**src/hw/rtl/keeloq_cipher_half_key_macros.svh**
```systemverilog
// Assertion macros for the KeeLoq half-key cipher top level.
`ifndef KEELOQ_CIPHER_HALF_KEY_MACROS_SVH
`define KEELOQ_CIPHER_HALF_KEY_MACROS_SVH

// Same-cycle implication, disabled while reset is asserted.
`define KLQ_ASSERT_IMPL(lbl, clk, rst_n, ante, cons, msg) \
  lbl: assert property (@(posedge clk) disable iff (!(rst_n)) (ante) |-> (cons)) \
    else $error(msg);

// Next-cycle implication, disabled while reset is asserted.
`define KLQ_ASSERT_NEXT(lbl, clk, rst_n, ante, cons, msg) \
  lbl: assert property (@(posedge clk) disable iff (!(rst_n)) (ante) |=> (cons)) \
    else $error(msg);

`endif

```
**src/hw/rtl/klq_pkg.sv**
```systemverilog
// Package: constants, types and round functions of the KeeLoq half-key cipher.
`timescale 1ns / 1ps
package klq_pkg;

  localparam int          KlqRounds   = 528;
  localparam logic [31:0] KlqNlf      = 32'h3A5C742E;
  localparam int          KlqKeyMask  = 63;
  localparam int          KlqDecStart = 15;

  typedef enum logic {
    KLQ_CMD_ENC = 1'b0,
    KLQ_CMD_DEC = 1'b1
  } klq_cmd_e;

  // Word that travels down the pipeline with its operation
  typedef struct packed {
    logic        command;
    logic [31:0] data_word;
  } klq_word_t;

  // Nonlinear function lookup
  function automatic logic klq_nlf(input logic [4:0] idx);
    return KlqNlf[idx];
  endfunction

  // One encryption round: shift right, feedback into the top bit
  function automatic logic [31:0] klq_enc_round(input logic [31:0] x, input logic kb);
    logic [4:0] idx;
    logic       fb;
    idx = {x[31], x[26], x[20], x[9], x[1]};
    fb  = x[0] ^ x[16] ^ klq_nlf(idx) ^ kb;
    return {fb, x[31:1]};
  endfunction

  // One decryption round: shift left, feedback into the bottom bit
  function automatic logic [31:0] klq_dec_round(input logic [31:0] x, input logic kb);
    logic [4:0] idx;
    logic       fb;
    idx = {x[30], x[25], x[19], x[8], x[0]};
    fb  = x[31] ^ x[15] ^ klq_nlf(idx) ^ kb;
    return {x[30:0], fb};
  endfunction

endpackage

```
**src/hw/rtl/klq_round_stage.sv**
```systemverilog
// One pipeline stage: a fixed group of cipher rounds and its output register.
`timescale 1ns / 1ps
module klq_round_stage #(
  parameter int FirstRound = 0,
  parameter int NumRounds  = 16
) (
  input  logic                clk_i,
  input  logic                rst_ni,
  input  logic [31:0]         key_i,
  input  logic                valid_i,
  output logic                ready_o,
  input  klq_pkg::klq_word_t  word_i,
  output logic                valid_o,
  input  logic                ready_i,
  output klq_pkg::klq_word_t  word_o
);
  import klq_pkg::*;

  logic [NumRounds:0][31:0] chain;
  logic                     dec;
  klq_word_t                word_d;
  klq_word_t                word_q;
  logic                     valid_d;
  logic                     valid_q;

  assign dec      = (word_i.command == KLQ_CMD_DEC);
  assign chain[0] = word_i.data_word;

  // Unroll this stage's rounds; key bit positions are fixed per round
  for (genvar j = 0; j < NumRounds; j++) begin : g_round
    localparam int         Rnd    = FirstRound + j;
    localparam logic [4:0] EncIdx = 5'((Rnd & KlqKeyMask) % 32);
    localparam logic [4:0] DecIdx = 5'(((KlqDecStart - Rnd) & KlqKeyMask) % 32);
    assign chain[j+1] = dec ? klq_dec_round(chain[j], key_i[DecIdx])
                            : klq_enc_round(chain[j], key_i[EncIdx]);
  end

  // Advance when empty or when the next stage takes our word
  assign ready_o = !valid_q || ready_i;

  always_comb begin
    valid_d          = valid_q;
    word_d           = word_q;
    if (ready_o) begin
      valid_d          = valid_i;
      word_d.command   = word_i.command;
      word_d.data_word = chain[NumRounds];
    end
  end

  always_ff @(posedge clk_i or negedge rst_ni) begin
    if (!rst_ni) begin
      valid_q <= 1'b0;
    end else begin
      valid_q <= valid_d;
    end
  end

  // Payload holds while stalled
  always_ff @(posedge clk_i) begin
    word_q <= word_d;
  end

  assign valid_o = valid_q;
  assign word_o  = word_q;

endmodule
```
**config.mk**
```make
export PLATFORM = sky130hd
export DESIGN_NAME = klq_round_stage
export DESIGN_NICKNAME = d
export VERILOG_FILES = /design/src/hw/rtl/keeloq_cipher_half_key_macros.svh /design/src/hw/rtl/klq_pkg.sv /design/src/hw/rtl/klq_round_stage.sv
export SDC_FILE = /design/constraint.sdc
export NUM_CORES = 1
export LEC_CHECK = 0
export BUFFER_PORTS_ARGS = -buffer_cell sky130_fd_sc_hd__buf_4
export CAP_MARGIN = 0
export CORE_MARGIN = 4
export CORE_UTILIZATION = 56
export CTS_CLUSTER_DIAMETER = 50
export DETAILED_ROUTE_END_ITERATION = 10
export PLACE_DENSITY_LB_ADDON = 0.3
export SLEW_MARGIN = 20
export SYNTH_ARGS = -nofsm -noshare
export SYNTH_HDL_FRONTEND = slang
export SYNTH_SLANG_ARGS = --single-unit
```
**constraint.sdc**
```tcl
create_clock -name clk_i -period 1.6 [get_ports clk_i]
set_input_delay 0.32 -clock clk_i [delete_from_list [all_inputs] [get_ports clk_i]]
set_output_delay 0.32 -clock clk_i [all_outputs]
set_load 0.02 [all_outputs]
```
==> summary.md, run 1 <==
| Metric | Value |
|---|---|
| First-pass GRT wire length | 123.3 mm |
| Gr ovfl total | 152 |
| Total CTS buffers | 5 |
| Tot GR Track Use | 81.14% |
| Max Root-Sink Buffers | 2 |
| Synthesized instance count | approximately 1400 |
| IO Pins | 104 |
| Clock sinks | 34 |
| Number of flops mapped to enable cells by yosys | 33 |
| Port bufs | 87 |
| Root Buffer Master | clkbuf_16 |
| RePlAce Congestion | approximately 1.3 |
| Main synth FF type | edfxtp_1 |
| Syn Std Cell Area | 0.009724 sq mm |
| Mean Syn Cell Area | 6.936 sq um |
| Vias in the first global route | roughly 20000 |
| Register area share after synthesis | a little over a tenth |
| Share of synthesized registers carrying an async set or reset | 2.941% |
| Largest net degree at the start of global routing | 81 |
| Synth Register Bits | 34 |
| Syn nets | 1471 |
| Dpl hpwl | 40.43 mm |
| Largest area contributor in the netlist | edfxtp_1 |
| Placement Rows | 47 |
| Synth Warn # | 0 |
| Die H | 139.8 um |
| H-tree depth | 2 |
| Die X | 139.8 um |
| Initial Utilization | 57.82% |
| Status | did not finish |
| First Err | [ERROR GRT-0116] Global routing finished with congestion. Check the congestion regions in the DRC Viewer. |
| Stopping stage | global routing (5_1_grt) |
| Top cells by area, synth | edfxtp_1 (10%), xnor2_1 (7.3%), nand2_1 (6.6%) |
| Unique masters post-synth | 119 |
| Area fraction of the dominant cell type after synthesis | 10.19% |
## cells by family after synthesis
kind of cell	Yosys count	share of synthesized area (%)
simple gates	604	30.43
compound gates	442	33.27
buf+inv	130	5.430
xor+xnor	123	12.48
mux	69	7.939
flops	34	10.45
## what timing repair did
item	in CTS
gates resized for setup	169
hold endpoints to repair	1
endpoints found under the setup margin	32
hold buffers	1
pin swaps	102
setup buffers	57
## metrics by stage
step	std cells	TNS [ns]	area, sq um	util, %	worst slack [ns]
after floorplan	1402	-163.37	10450	-	-10.06
after global placement	2073	-169.00	14200	84.41	-10.21
after detailed placement	2073	-179.84	14200	84.41	-10.88
after CTS	2136	-161.18	15590	92.67	-10.08
## Yosys cell counts (all sizes together), types with 11 or more instances
master and count:
a211oi 36, edfxtp 33, o31ai 11, a31oi 30
mux2 19, clkbuf 71, buf 32, o21a 11
o211ai 25, or2 14, nand4 14, a21oi 90
nand3 37, nand2b 12, nor2b 17, o22ai 11
xor2 32, a21o 14, nand2 171, and2 18
inv 22, and3 14, or3 16, nor4 11
mux2i 48, xnor2 87, nor2 164, nor3b 11
nor3 72, o21ai 90
## routing by layer
metal  GRT overflow  GRT usage, %
met2             89         93.72
met1              2         80.76
met4             55         82.10
met5              1         37.09
met3              5         70.12
==> inputs of run 2 (changes only) <==
- CORE_UTILIZATION: 56 -> 40
- CTS_CLUSTER_DIAMETER: 50 -> unset
- PLACE_DENSITY_LB_ADDON: 0.3 -> 0.15
- clock period: 1.6 -> 2.1 ns (I/O delays scaled with it)
==> run 2 against run 1 <==
Compared with the run above:
- the flow now finishes, with violations (negative setup slack)
- area after synthesis unchanged
- synthesized cell count unchanged
==> summary.md, run 2 <==
| Metric | Value |
|---|---|
| Die H | 163.9 um |
| Most frequent cells in the layout | buf_4 (595), nand2_1 (163), nor2_1 (148) |
| Maximum VDD drop | around 0.43 mV |
| Count leader, synth | nand2_1 |
| RR Startpoint | valid_o |
| Lkg Pwr | ~7.4 nW |
| Max Root-Sink Buffers | 2 |
| Share of synthesized registers carrying an async set or reset | under 10% |
| CP Data Arrival Time | 12.20 ns |
| Post-place setup slack | -10.54 ns |
| RePlAce Congestion | roughly 1.1 |
| Number of flops mapped to enable cells by yosys | 33 |
| Net count, final | 2055 |
| WS Path Type | in2reg |
| Initial antenna violation count | 3 |
| Final worst slack | -10.04 ns |
| PwrDens | 788.0 mW/mm^2 |
| Area grow syn2layout | 76.31% |
| DR vias/cell | 6.227 |
| Setup violations, final | 30 |
| Commonest non-fill, non-tap cell in the layout | buf_4 |
| CP peak stage delay | 0.54 ns |
| Synthesized instance count | 1402 |
| Mean Syn Cell Area | 6.936 sq um |
| Syn Std Cell Area | 0.009724 sq mm |
| Hold Path Class | in2reg |
| Unrepaired setup endpoints after global routing | true |
| Top cells by area, synth | edfxtp_1 (10%), xnor2_1 (7.3%), nand2_1 (6.6%) |
| Rel. slew slack | 45.00% |
| WP data required | 2.16 ns |
| H-tree depth | 2 |
| Root Buffer Master | clkbuf_16 |
| CTS tree | yes |
| Clock sinks | 34 |
| Crit-path max FO | 5 |
| Initial Utilization | 41.06% |
| Die X | 163.9 um |
| Worst Skew | 0.01527 ns |
| Gr ovfl total | 0 |
| 1st-iter DRT viols | 1697 |
| Synth top cells by count | nand2_1 (171), nor2_1 (163), a21oi_1 (86) |
| Max-slew violations | 0 |
| Maxcap violations | 0 |
| Post-detailed-route count of antenna-violating nets | 0 |
| Unique masters post-synth | 119 |
| Status | finished, violations left |
| Clk pin slew, worst setup/hold paths | about 0.080 ns |
| Largest net degree at the start of global routing | 71 |
| Placed Instances | ~2200 |
| Nature of the critical path endpoint | flip-flop |
| # DRC | 0 |
| Largest area contributor in the netlist | edfxtp_1 |
| Tot GR Track Use | 40.41% |
| Post-Route WL | 56.55 mm |
| Routed len/inst | 24.48 um |
| Max reg flops | 33 |
| Synth Register Bits | 34 |
| IO Pins | 104 |
| Placement Rows | 56 |
| Port bufs | between 80 and 90 |
| Synth Warn # | 0 |
| Dpl hpwl | ~43 mm |
| Worst setup path startpoint | word_i[30] |
| Area fraction of the dominant cell type after synthesis | 10.19% |
| Core footprint | roughly 0.024 sq mm |
| First-pass GRT wire length | 82.25 mm |
| Finished Layout Cells | around 2300 |
| Slowest CP cell | or4_4 |
| Register area share after synthesis | between 10% and 20% |
| Tcrit/Tclk final | 578.1% |
| Layout cells sized above 1 | 48.82% |
| DRT Pass-1 Iters | 8 |
| Top achievable clock speed | 82.37 MHz |
| Main synth FF type | edfxtp_1 |
| Minimum clock period | 12.14 ns |
| Final Hold Vio Count | 0 |
| Syn nets | 1471 |
| Vias in the first global route | about 14000 |
| Worst setup SP type | input pin |
| Skew-Pair Late Insertion Delay | between 0.3 and 0.4 ns |
| Failing checks | negative setup slack |
| Total CTS buffers | 5 |
| Vias | 14390 |
| Full die area | 0.02687 sq mm |
| Source of the worst hold timing path | valid_i |
| Final hold slack | between 0.3 and 0.4 ns |
| Least-Margin Pin Slew | a little over 0.8 ns |
## run 2: cell counts after synthesis
No cell type changed its count.
## run 2: kinds of logic after synthesis
| logic type | share of synthesized area (%) |
|---|---|
| AO/OA/AOI/OAI | 33.27 |
| XOR/XNOR | 12.48 |
| buffers and inverters | 5.430 |
| flip-flops | 10.45 |
| multiplexers | 7.939 |
| AND/OR/NAND/NOR | 30.43 |
## run 2: cell type report
| class | count | area, sq um |
|---|---|---|
| flip-flops and latches | 34 | 1016 |
| multi-input cells | 1238 | 10010 |
| repair buffers | 680 | 5456 |
| well taps | 319 | 399.1 |
| clock inverters | 2 | 12.51 |
| clock buffers | 6 | 138.9 |
| inverters | 27 | 102.6 |
| diodes | 4 | 10.01 |
| fillers | 1903 | 6538 |
## run 2: worst max-delay path: cells and delay by family
kind                   cells  cell delay, ns
AO/OA/AOI/OAI             27            5.65
AND/OR/NAND/NOR           13            2.84
buffers and inverters     12            1.87
multiplexers               3            1.01
XOR/XNOR                   2            0.35
## run 2: path summary, 6_finish.rpt
check / endpoint / slack, ns / cells after the start
worst min register to register: word_o[1] / 0.90 / 2
worst min-delay path: valid_o / 0.31 / 2
worst max register to register: word_o[15] / 0.78 / 2
worst max-delay path: word_o[0] / -10.04 / 57
min in group asynchronous: valid_o / 0.42 / 2
max in group asynchronous: valid_o / 1.60 / 2
## run 2: layer usage
metal | share of wire (%) | vias up | routed length (um) | global-route usage, %
met5 | 0.023 | - | 13 | 0
met4 | 7.0 | 2 | 3973 | 22.61
met3 | 12 | 256 | 6777 | 11.22
met2 | 43 | 919 | 24410 | 63.12
met1 | 38 | 6789 | 21370 | 50.18
li1 | - | 6419 | - | -
## run 2: timing repair
item / 4_1_cts / 5_1_grt
hold endpoints to repair: 1 / 0
setup buffers: 76 / 26
gates resized for setup: 228 / 114
setup endpoints to repair: 30 / 31
hold buffers: 1 / 0
pin swaps: 108 / 90
## run 2: stage by stage
stage               instance area, sq um  power (mW)  util [%]  setup TNS (ns)
detailed placement                 14500       9.891     61.24         -169.76
global route                       17140       14.10     72.36         -164.62
finish                             17150       13.51     72.40         -158.56
floorplan                          10450       6.034         -         -150.57
global placement                   14500       9.804     61.24         -166.74
CTS                                16270       12.33     68.71         -152.85
## run 2: power by group
group / internal, mW / switching, mW / total (mW)
clock network: 0.474 / 0.417 / 0.891
logic: 5.77 / 5.87 / 11.6
registers: 0.945 / 0.0406 / 0.986
Power figures use the tool's default switching activity.
