===== src/hw/rtl/keeloq_cipher_half_key_macros.svh =====
// Assertion macros for the KeeLoq half-key cipher top level.
`ifndef KEELOQ_CIPHER_HALF_KEY_MACROS_SVH
`define KEELOQ_CIPHER_HALF_KEY_MACROS_SVH

// Same-cycle implication, disabled while reset is asserted.
`define KLQ_ASSERT_IMPL(lbl, clk, rst_n, ante, cons, msg) \
  lbl: assert property (@(posedge clk) disable iff (!(rst_n)) (ante) |-> (cons)) \
    else $error(msg);

// Next-cycle implication, disabled while reset is asserted.
`define KLQ_ASSERT_NEXT(lbl, clk, rst_n, ante, cons, msg) \
  lbl: assert property (@(posedge clk) disable iff (!(rst_n)) (ante) |=> (cons)) \
    else $error(msg);

`endif


===== src/hw/rtl/klq_cfg_if.sv =====
// Configuration write channel interface: half-key write data.
`timescale 1ns / 1ps
interface klq_cfg_if;
  logic        valid;
  logic        ready;
  logic [31:0] key_half;

  modport source (output valid, output key_half, input ready);
  modport sink   (input valid, input key_half, output ready);
endinterface


===== src/hw/rtl/klq_key_reg.sv =====
// Half-key configuration register.
`timescale 1ns / 1ps
module klq_key_reg (
  input  logic        clk_i,
  input  logic        rst_ni,
  klq_cfg_if.sink     cfg_i,
  output logic [31:0] key_o
);

  logic [31:0] key_d;
  logic [31:0] key_q;

  // Always take a write request
  assign cfg_i.ready = 1'b1;

  // Load new key on a write
  always_comb begin
    key_d = key_q;
    if (cfg_i.valid) begin
      key_d = cfg_i.key_half;
    end
  end

  always_ff @(posedge clk_i or negedge rst_ni) begin
    if (!rst_ni) begin
      key_q <= '0;
    end else begin
      key_q <= key_d;
    end
  end

  assign key_o = key_q;

endmodule


===== src/flat_wrapper.sv =====
// flat-port wrapper written by rule: the top's interface ports become plain ports
module klq_key_reg_flat 
  (clk_i, rst_ni, key_o, cfg_i_valid, cfg_i_key_half, cfg_i_ready);
  klq_cfg_if cfg_i_i ();
  input  logic clk_i;
  input  logic rst_ni;
  output logic [31:0] key_o;
  input wire logic [$bits(cfg_i_i.valid)-1:0] cfg_i_valid;
  input wire logic [$bits(cfg_i_i.key_half)-1:0] cfg_i_key_half;
  output wire logic [$bits(cfg_i_i.ready)-1:0] cfg_i_ready;
  assign cfg_i_i.valid = cfg_i_valid;
  assign cfg_i_i.key_half = cfg_i_key_half;
  assign cfg_i_ready = cfg_i_i.ready;
  klq_key_reg u_core (.clk_i(clk_i), .rst_ni(rst_ni), .cfg_i(cfg_i_i), .key_o(key_o));
endmodule

===== config.mk =====
export PLATFORM = sky130hd
export DESIGN_NAME = klq_key_reg_flat
export DESIGN_NICKNAME = d
export VERILOG_FILES = /design/src/hw/rtl/keeloq_cipher_half_key_macros.svh /design/src/hw/rtl/klq_cfg_if.sv /design/src/hw/rtl/klq_key_reg.sv /design/src/flat_wrapper.sv
export SDC_FILE = /design/constraint.sdc
export NUM_CORES = 1
export LEC_CHECK = 0
export BUFFER_PORTS_ARGS = -buffer_cell sky130_fd_sc_hd__buf_2
export CORE_UTILIZATION = 33
export DETAILED_ROUTE_END_ITERATION = 12
export PLACE_DENSITY = 0.66
export REMOVE_ABC_BUFFERS = 1
export SETUP_SLACK_MARGIN = 0.02
export SLEW_MARGIN = 15
export SYNTH_ARGS = -nofsm -noshare
export SYNTH_HDL_FRONTEND = slang
export SYNTH_SLANG_ARGS = --single-unit
export TNS_END_PERCENT = 5

===== constraint.sdc =====
create_clock -name clk_i -period 0.8 [get_ports clk_i]
set_clock_uncertainty 0.05 [all_clocks]
set_input_delay 0.08 -clock clk_i [delete_from_list [all_inputs] [get_ports clk_i]]
set_output_delay 0.08 -clock clk_i [all_outputs]
set_load 0.01 [all_outputs]

* Yosys cells after proc, flatten, opt, wreduce, memory -nomap -nowiden
Index checks and enable logic that the tools add are counted.
** Word-level totals
- Register bits after elaboration :: 32
- Input bits :: 35
- Output and inout port bits :: 33
- Word-level logic and storage cells :: 1

* Longest topological paths before layout
Gate-level depths: netlist (run 1).
- Depth in word-level cells :: 0
- Gate-level depth with buffers :: 3
- Depth with buffers taken out :: 1

* Worst setup path after synthesis (run 1)
OpenSTA, ideal clock, no wires.
- Path type :: flip-flop to flip-flop
- From :: reg u_core.key_o[0] (netlist name)
- To :: reg u_core.key_q[0] (netlist: u_core.key_o[0])
- Setup time :: 0.125 ns
- Arrival time :: 0.654 ns
- Required time :: 0.625 ns
- Setup slack :: -0.029 ns
- Cell stages (with the launch flop) :: 2
- Buffers on the path :: 0
- Clock period less this slack :: 0.829 ns
- Cells stage by stage :: dfrtp_1 > mux2_4
** RTL lines
- to (signal assigned) :: line klq_key_reg.sv:28 : key_q <= key_d;
- to (decl) :: line klq_key_reg.sv:11 : logic [31:0] key_q;

* Final worst setup path (run 1)
- From :: reg u_core.key_q[21] (netlist: u_core.key_o[21])
- To :: out key_o[21]
** RTL lines
- to (decl) :: line flat_wrapper.sv:7 : output logic [31:0] key_o;
No word-level cell between the ends.

==> results of run 1 <==
## kinds of logic (layout without fill, tap and decap cells)
group,after synthesis,count (layout),synth area share (%)
DFF,32,32,59.0
muxes,32,32,34.9
other,1,1,0.276
buffers and inverters,5,78,5.81
## layout make-up
class	instances	area, um^2	share of cell area (%)
Timing Repair Buffer	70	388	21.4
Sequential cell	32	801	44.1
Multi-Input combinational cell	33	477	26.3
Clock buffer	8	90.1	4.96
Tap cell	48	60.1	3.31
## power by group through the flow
stage	Clock (mW)	Sequential, mW	Combinational (mW)
after global placement	0	1.89	0.698
after global routing	1.34	1.89	0.772
final	1.23	1.87	0.713
after detailed placement	0	1.90	0.720
after CTS	1.28	1.87	0.727
after floorplan	0	1.97	0.262
## placed cells by master, fill, tap and decap left out
master,Yosys,layout
buf_12,3,2
mux2_4,30,30
buf_2,0,66
dfrtp_1,32,32
clkbuf_8,0,6
conb_1,1,1
clkbuf_1,0,2
dlygate4sd3_1,0,1
mux2_2,2,2
buf_4,1,1
## worst paths after layout
| path | from | end | slack, ps | depth (start not counted) |
|---|---|---|---|---|
| worst max-delay path | u_core.key_o[21] | key_o[21] | -140 | 1 |
| worst min-delay path | cfg_i_key_half[23] | u_core.key_o[23] | -20 | 2 |
| worst max register to register | u_core.key_o[21] | u_core.key_o[21] | -20 | 1 |
| worst min register to register | u_core.key_o[26] | u_core.key_o[26] | 450 | 1 |
| max in group asynchronous | rst_ni | u_core.key_o[24] | 270 | 3 |
| min in group asynchronous | rst_ni | u_core.key_o[4] | 250 | 3 |
## routing by layer
metal  global-route usage, %  wire, um
met5                       0         0
met4                    5.32        51
met3                    4.48       158
met2                    21.3      1310
met1                    15.7      1100
## repair_timing
action                                  CTS  global route
gates cloned                              0             0
resized for setup                         0             0
hold endpoints to repair                 63            27
endpoints found under the setup margin   64            64
pin swaps                                 0             0
## metrics by stage
stage          setup TNS [ps]  hold slack [ps]  area, um^2
2_1_floorplan            -917             -266        1280
3_3_place_gp            -2970            -8.06        1720
5_1_grt                 -5790            -25.3        1820
4_1_cts                 -4680            -25.2        1820
3_5_place_dp            -3310           0.0765        1720
6_report                -4060            -15.9        1820
==> flow_metrics.tcl, run 1 <==
set metrics [dict create \
    status "complete, but fails checks" \
    failed_checks "negative hold slack, negative setup slack" \
    pwr-share-seq_pct 49.1 \
    die_h_um 66.1 \
    ys_seq_area_share_pct 59.0 \
    ys_types 7 \
    root_buffer "clkbuf_8" \
    firstDrtPassIters 2 \
    cpPeakStageDelay_ps 390 \
    clk_path_buf_depth 2 \
    synth_top_area_share_pct 59.0 \
    pwr-share-clk_pct 32.2 \
    grt_use_total_pct 13.1 \
    worst_ep_required_time_ps 670 \
    drive_above_1_share_pct 74.8 \
    netlist_top_cells_area "dfrtp_1, mux2_4, buf_12, mux2_2, buf_6" \
    stdcell_count 191 \
    worstPathMaxFanout 2 \
    nNetsFinal 177 \
    vias 825 \
    cp_slowest_cell "dfrtp_1" \
    cts_max_level 2 \
    final_util_pct 47.8 \
    drc 0 \
    antennaDiodeCount 0 \
    detailed_place_hpwl_um 1910 \
    port_buffers 66 \
    antenna_found_initial 0 \
    cts.sinks 32 \
    async_flop_share_pct 100 \
    critPathTopFamily "flip-flops" \
    fmax_mhz 1070 \
    grt_max_degree 33 \
    hold_class "in -> reg" \
    core-area_um2 3800 \
    drtIter0Drc 24 \
    yosys_warnings 0 \
    cts_made_buffers 5 \
    holdWs_ps -15.9 \
    syn_inst 70 \
    largest_reg_flops 32 \
    wl_per_cell_um 13.8 \
    synth-main-ff-cell "dfrtp_1" \
    finalCriticalPeriod_ps 936 \
    finalSetupViolCount 59 \
    grt_pass1_wl_um 4110 \
    netlist_area_um2 1360 \
    period_share_pct 117 \
    power.internal_mw 2.91 \
    cp-start-kind "flip-flop" \
    syn2layout_area_growth_pct 33.9 \
    timing.final.hold_violations 29 \
    grt_pass1_vias 876 \
    p_sw_mw 0.903 \
    critPathBufInv 1 \
    drt_wl_total_um 2630 \
    ant_nets 0 \
    synth_seq_cells 32 \
    drv_slew 0 \
    grt.overflow.total 0 \
    p_leak_nw 0.965 \
    synthTopCellsByCount "dfrtp_1, mux2_4, buf_12" \
    hold_buffers 1 \
    worstSetupPathType "reg -> out" \
    max_cap_violations 0 \
    synth_edf_count 0 \
    yosysMostFrequentCell "dfrtp_1" \
    path_cells "buf_2" \
    fillerInstances 345 \
    power_density_nw_per_um2 2100 \
    die_area_um2 4370 \
    place_ws_ps -134 \
    yosys.area.top_type "dfrtp_1" \
    row_count 22 \
    io_pins 68 \
    combPwrFrac_pct 18.7 \
    end_kind "output pin" \
    p_total_mw 3.81 \
    rsz0062_at_grt "true" \
    p_sw_share_pct 23.7 \
    start_util_pct 35.7 \
    place.gp.congestion 0.656 \
    die_w_um 66.1 \
    viasPerCell 4.32 \
    worstPathArrival_ps 810 \
    irDropWorstVdd_mv 1.17 \
    cts_tree "yes" \
    post_cts_buffers 0 \
    avgSynthCellArea_um2 19.4 \
    place_inst 182 \
    insertion_delay_ps 270 \
    clkTransAtPathRegs_ps 60 \
    setup_ws_ps -136 \
]
Note: power is estimated with default switching activity, not from simulation.
==> run 2, diff against run 1 <==
CELL_PAD_IN_SITES_DETAIL_PLACEMENT = 1   (was not set)
CELL_PAD_IN_SITES_GLOBAL_PLACEMENT = 1   (was not set)
CORE_UTILIZATION = 32   (was 33)
PLACE_DENSITY = 0.77   (was 0.66)
==> run 2 against run 1 <==
- the run still ends with negative hold slack, negative setup slack left
- fmax down 0.83%
- die area rose by 3.0%
- sequential share of layout area down 0.54 points
- non-clock buffer count grew 1
- first-iteration DRC count increased by 38%
- register-to-register slack got worse by 20 ps
- via count up 0.85%
- total power is 1.4% higher
- utilization decreased by 2.2 points
- final cell count grew 1.6%
- sequential cell count unchanged
- routed wire length is 14% higher
- critical endpoint is now key_o[10]
- largest power group unchanged
==> flow_metrics.tcl, run 2 (synthesized netlist as in run 1, its figures left out) <==
set metrics [dict create \
    fmax_mhz 1060 \
    cts_made_buffers 5 \
    row_count 23 \
    finalCriticalPeriod_ps 944 \
    io_pins 68 \
    holdWs_ps -20.4 \
    root_buffer "clkbuf_8" \
    worstSetupPathType "reg -> out" \
    antenna_found_initial 0 \
    final_common_cell "buf_2" \
    grtUsageMet1_pct 17.7 \
    drtIter0Drc 33 \
    clk_path_buf_depth 2 \
    timing.final.hold_violations 26 \
    cpPeakStageDelay_ps 400 \
    pwr-share-seq_pct 48.7 \
    worstPathArrival_ps 810 \
    cts_resized 0 \
    final_util_pct 45.6 \
    p_leak_nw 0.975 \
    fillerInstances 449 \
    path_cells "buf_2" \
    regArea_um2 801 \
    wl_per_cell_um 15.4 \
    rsz0062_at_grt "true" \
    layout_common_cells "buf_2, dfrtp_1, mux2_4" \
    place.gp.congestion 0.704 \
    setup_ws_ps -144 \
    largest_reg_flops 32 \
    drive_above_1_share_pct 75.0 \
    whs_path_depth 2 \
    drc 0 \
    use_met2_pct 24.6 \
    grt_pass1_vias 960 \
    firstDrtPassIters 2 \
    grt_use_total_pct 15.0 \
    clkTransAtPathRegs_ps 70 \
    drv_slew 0 \
    critPathBufInv 1 \
    cts_max_level 2 \
    p_sw_mw 0.947 \
    die_h_um 67.1 \
    antennaDiodeCount 0 \
    grt.overflow.total 0 \
    p_sw_share_pct 24.5 \
    stdcell_count 194 \
    vias 832 \
    viasPerCell 4.29 \
    period_share_pct 118 \
    max_cap_violations 0 \
    crit_cells 1 \
    hold_buffers 1 \
    die_area_um2 4500 \
    insertion_delay_ps 270 \
    cts.sinks 32 \
    pwr-share-clk_pct 32.4 \
    rr_worst_depth 1 \
    grt_pass1_wl_um 4710 \
    die_w_um 67.1 \
    cp-start-kind "flip-flop" \
    end_kind "output pin" \
    status "complete, but fails checks" \
    hold_class "in -> reg" \
    worst_ep_required_time_ps 670 \
    combPwrFrac_pct 18.9 \
    worstPathMaxFanout 2 \
    ant_nets 0 \
    cp_slowest_cell "dfrtp_1" \
    grt_max_degree 33 \
    start_util_pct 33.7 \
    place_inst 185 \
    nNetsFinal 178 \
    power_density_nw_per_um2 2100 \
    cts_tree "yes" \
    core-area_um2 4030 \
    multiInputGateArea_um2 477 \
    critPathTopFamily "flip-flops" \
    drt_wl_total_um 3000 \
    failed_checks "negative hold slack, negative setup slack" \
    grt_use_met3_pct 5.14 \
    syn2layout_area_growth_pct 35.5 \
    irDropWorstVdd_mv 1.26 \
    port_buffers 66 \
    finalSetupViolCount 62 \
    top_usage_layer "met2" \
    power.internal_mw 2.92 \
]
run 2: final timing paths:
kind	start	to	slack [ps]
max in group asynchronous	rst_ni	u_core.key_o[21]	300
min in group asynchronous	rst_ni	u_core.key_o[29]	230
worst max-delay path	u_core.key_o[10]	key_o[10]	-140
worst max register to register	u_core.key_o[10]	u_core.key_o[10]	-40
worst min register to register	u_core.key_o[21]	u_core.key_o[21]	460
worst min-delay path	cfg_i_key_half[17]	u_core.key_o[17]	-20
run 2: metrics by stage:
step	TNS [ps]	cell area, um^2	power [mW]	setup slack (ps)
finish	-4610	1840	3.86	-144
global route	-6440	1840	4.08	-184
CTS	-5260	1840	3.94	-163
detailed placement	-3970	1740	2.64	-145
global placement	-3260	1740	2.60	-115
floorplan	-917	1280	2.23	-29.3
run 2: power by group through the flow:
stage,registers [mW],logic (mW),clock network (mW)
after CTS,1.88,0.742,1.32
after global placement,1.89,0.707,0
after floorplan,1.97,0.262,0
after detailed placement,1.90,0.741,0
final,1.88,0.729,1.25
after global routing,1.90,0.786,1.39
run 2: layer usage:
layer  share of wire (%)  up-vias
met5                   0        -
met4                 1.3        0
met3                 6.5        4
met2                  50       44
met1                  43      401
li1                    -      383
run 2: cell type report:
class	count	share of cell area [%]
clock buffers	8	4.90
multi-input cells	33	25.9
flip-flops and latches	32	43.6
well taps	50	3.40
repair buffers	71	22.2
run 2: timing repair:
| action | in CTS | in global routing |
|---|---|---|
| setup buffers | 0 | 0 |
| endpoints found under the setup margin | 64 | 64 |
| endpoints found under the hold margin | 62 | 30 |
==> run 3, diff against run 2 <==
CORE_MARGIN = 1.5   (was not set)
SETUP_SLACK_MARGIN = not set   (was 0.02)
==> run 3 against run 2 <==
- die area rose by 3.0%
- utilization rose by 0.50 points
- register-to-register slack got worse by 90 ps
- sequential share of layout area fell by 0.47 points
- worst hold slack got worse by 5.2 ps
- the flow still finishes with violations (negative hold slack, negative setup slack)
==> flow_metrics.tcl, run 3 (synthesized netlist as in run 1, its figures left out) <==
set metrics [dict create \
    clk_path_buf_depth 2 \
    worstPathArrival_ps 820 \
    hold_class "in -> reg" \
    cpPeakStageDelay_ps 390 \
    core-area_um2 4030 \
    fmax_mhz 1050 \
    largest_reg_flops 32 \
    drtIter0Drc 11 \
    place.gp.congestion 0.671 \
    setup_ws_ps -150 \
    final_util_pct 46.1 \
    start_util_pct 33.7 \
    row_count 23 \
    status "complete, but fails checks" \
    antenna_found_initial 0 \
    root_buffer "clkbuf_8" \
    p_leak_nw 0.984 \
    drive_above_1_share_pct 75.2 \
    grt_pass1_vias 986 \
    worstPathMaxFanout 2 \
    failed_checks "negative hold slack, negative setup slack" \
    drt_wl_total_um 2960 \
    cts_resized 0 \
    cts.sinks 32 \
    cts_made_buffers 5 \
    drc 0 \
    final_common_cell "buf_2" \
    cts_tree "yes" \
    place_ws_ps -150 \
    timing.final.hold_violations 31 \
    critPathTopFamily "flip-flops" \
    finalCriticalPeriod_ps 950 \
    irDropWorstVdd_mv 0.844 \
    grt_use_total_pct 14.5 \
    syn2layout_area_growth_pct 37.0 \
    worst_ep_required_time_ps 670 \
    cp-start-kind "flip-flop" \
    clkTransAtPathRegs_ps 70 \
    cp_slowest_cell "dfrtp_1" \
    placed_area_um2 1750 \
    die_area_um2 4640 \
    ant_nets 0 \
    viasPerCell 4.46 \
    drv_slew 0 \
    detailed_place_hpwl_um 2200 \
    hold_buffers 1 \
    finalSetupViolCount 60 \
    stdcell_area_um2 1860 \
    worstSetupPathType "reg -> out" \
    end_kind "output pin" \
    grt_pass1_wl_um 4670 \
    critPathBufInv 1 \
    nNetsFinal 179 \
    firstDrtPassIters 2 \
    antennaDiodeCount 0 \
    layout_common_cells "buf_2, dfrtp_1, mux2_4" \
    io_pins 68 \
    power_density_nw_per_um2 2090 \
    grt_max_degree 33 \
    insertion_delay_ps 280 \
    port_buffers 66 \
    vias 869 \
    die_w_um 68.1 \
    p_total_mw 3.89 \
    holdWs_ps -25.6 \
    path_cells "buf_2" \
    cts_max_level 2 \
    max_cap_violations 0 \
    die_h_um 68.1 \
    grt.overflow.total 0 \
    wl_per_cell_um 15.2 \
    rsz0062_at_grt "true" \
    period_share_pct 119 \
]
-- run 3: cell count changes in the layout (fill, tap and decap cells not counted), sizes merged --
cell	delta
buf	+1
-- run 3: report_power, final --
group	total [mW]	internal [mW]	switching, mW
clock	1.28	0.701	0.575
combinational	0.745	0.445	0.299
sequential	1.87	1.78	0.0899
-- run 3: final timing paths --
check / endpoint / slack, ps / cells past startpoint / startpoint
max: key_o[23] / -150 / 1 / u_core.key_o[23]
min: u_core.key_o[10] / -30 / 2 / cfg_i_key_half[10]
max reg2reg: u_core.key_o[26] / -130 / 2 / u_core.key_o[26]
min reg2reg: u_core.key_o[9] / 460 / 1 / u_core.key_o[9]
max in group asynchronous: u_core.key_o[24] / 280 / 3 / rst_ni
min in group asynchronous: u_core.key_o[30] / 250 / 3 / rst_ni
-- run 3: cell type report --
class / instances / area (um^2)
timing repair buffer: 72 / 428
fill: 427 / 2170
clock buffer: 8 / 90.1
multi-input combinational: 33 / 477
tap: 50 / 62.6
sequential: 32 / 801
-- run 3: what timing repair did --
action / in CTS / in global routing
buffers inserted: 0 / 1
setup endpoints to repair: 62 / 64
pin swaps: 0 / 0
endpoints found under the hold margin: 64 / 32
-- run 3: metal layers --
| metal | vias up | share of wire, % | global-route usage, % | wire length (um) |
|---|---|---|---|---|
| li1 | 383 | - | - | - |
| met1 | 436 | 39 | 15.6 | 1170 |
| met2 | 44 | 50 | 24.8 | 1490 |
| met3 | 6 | 9.0 | 6.41 | 267 |
| met4 | 0 | 1.2 | 6.00 | 35 |
| met5 | - | 0 | 0 | 0 |
-- run 3: per-stage QoR --
stage	TNS, ps	cells
after floorplan	-917	65
after global placement	-3310	185
after detailed placement	-4140	185
after CTS	-5120	194
after global routing	-6490	195
final	-4670	195
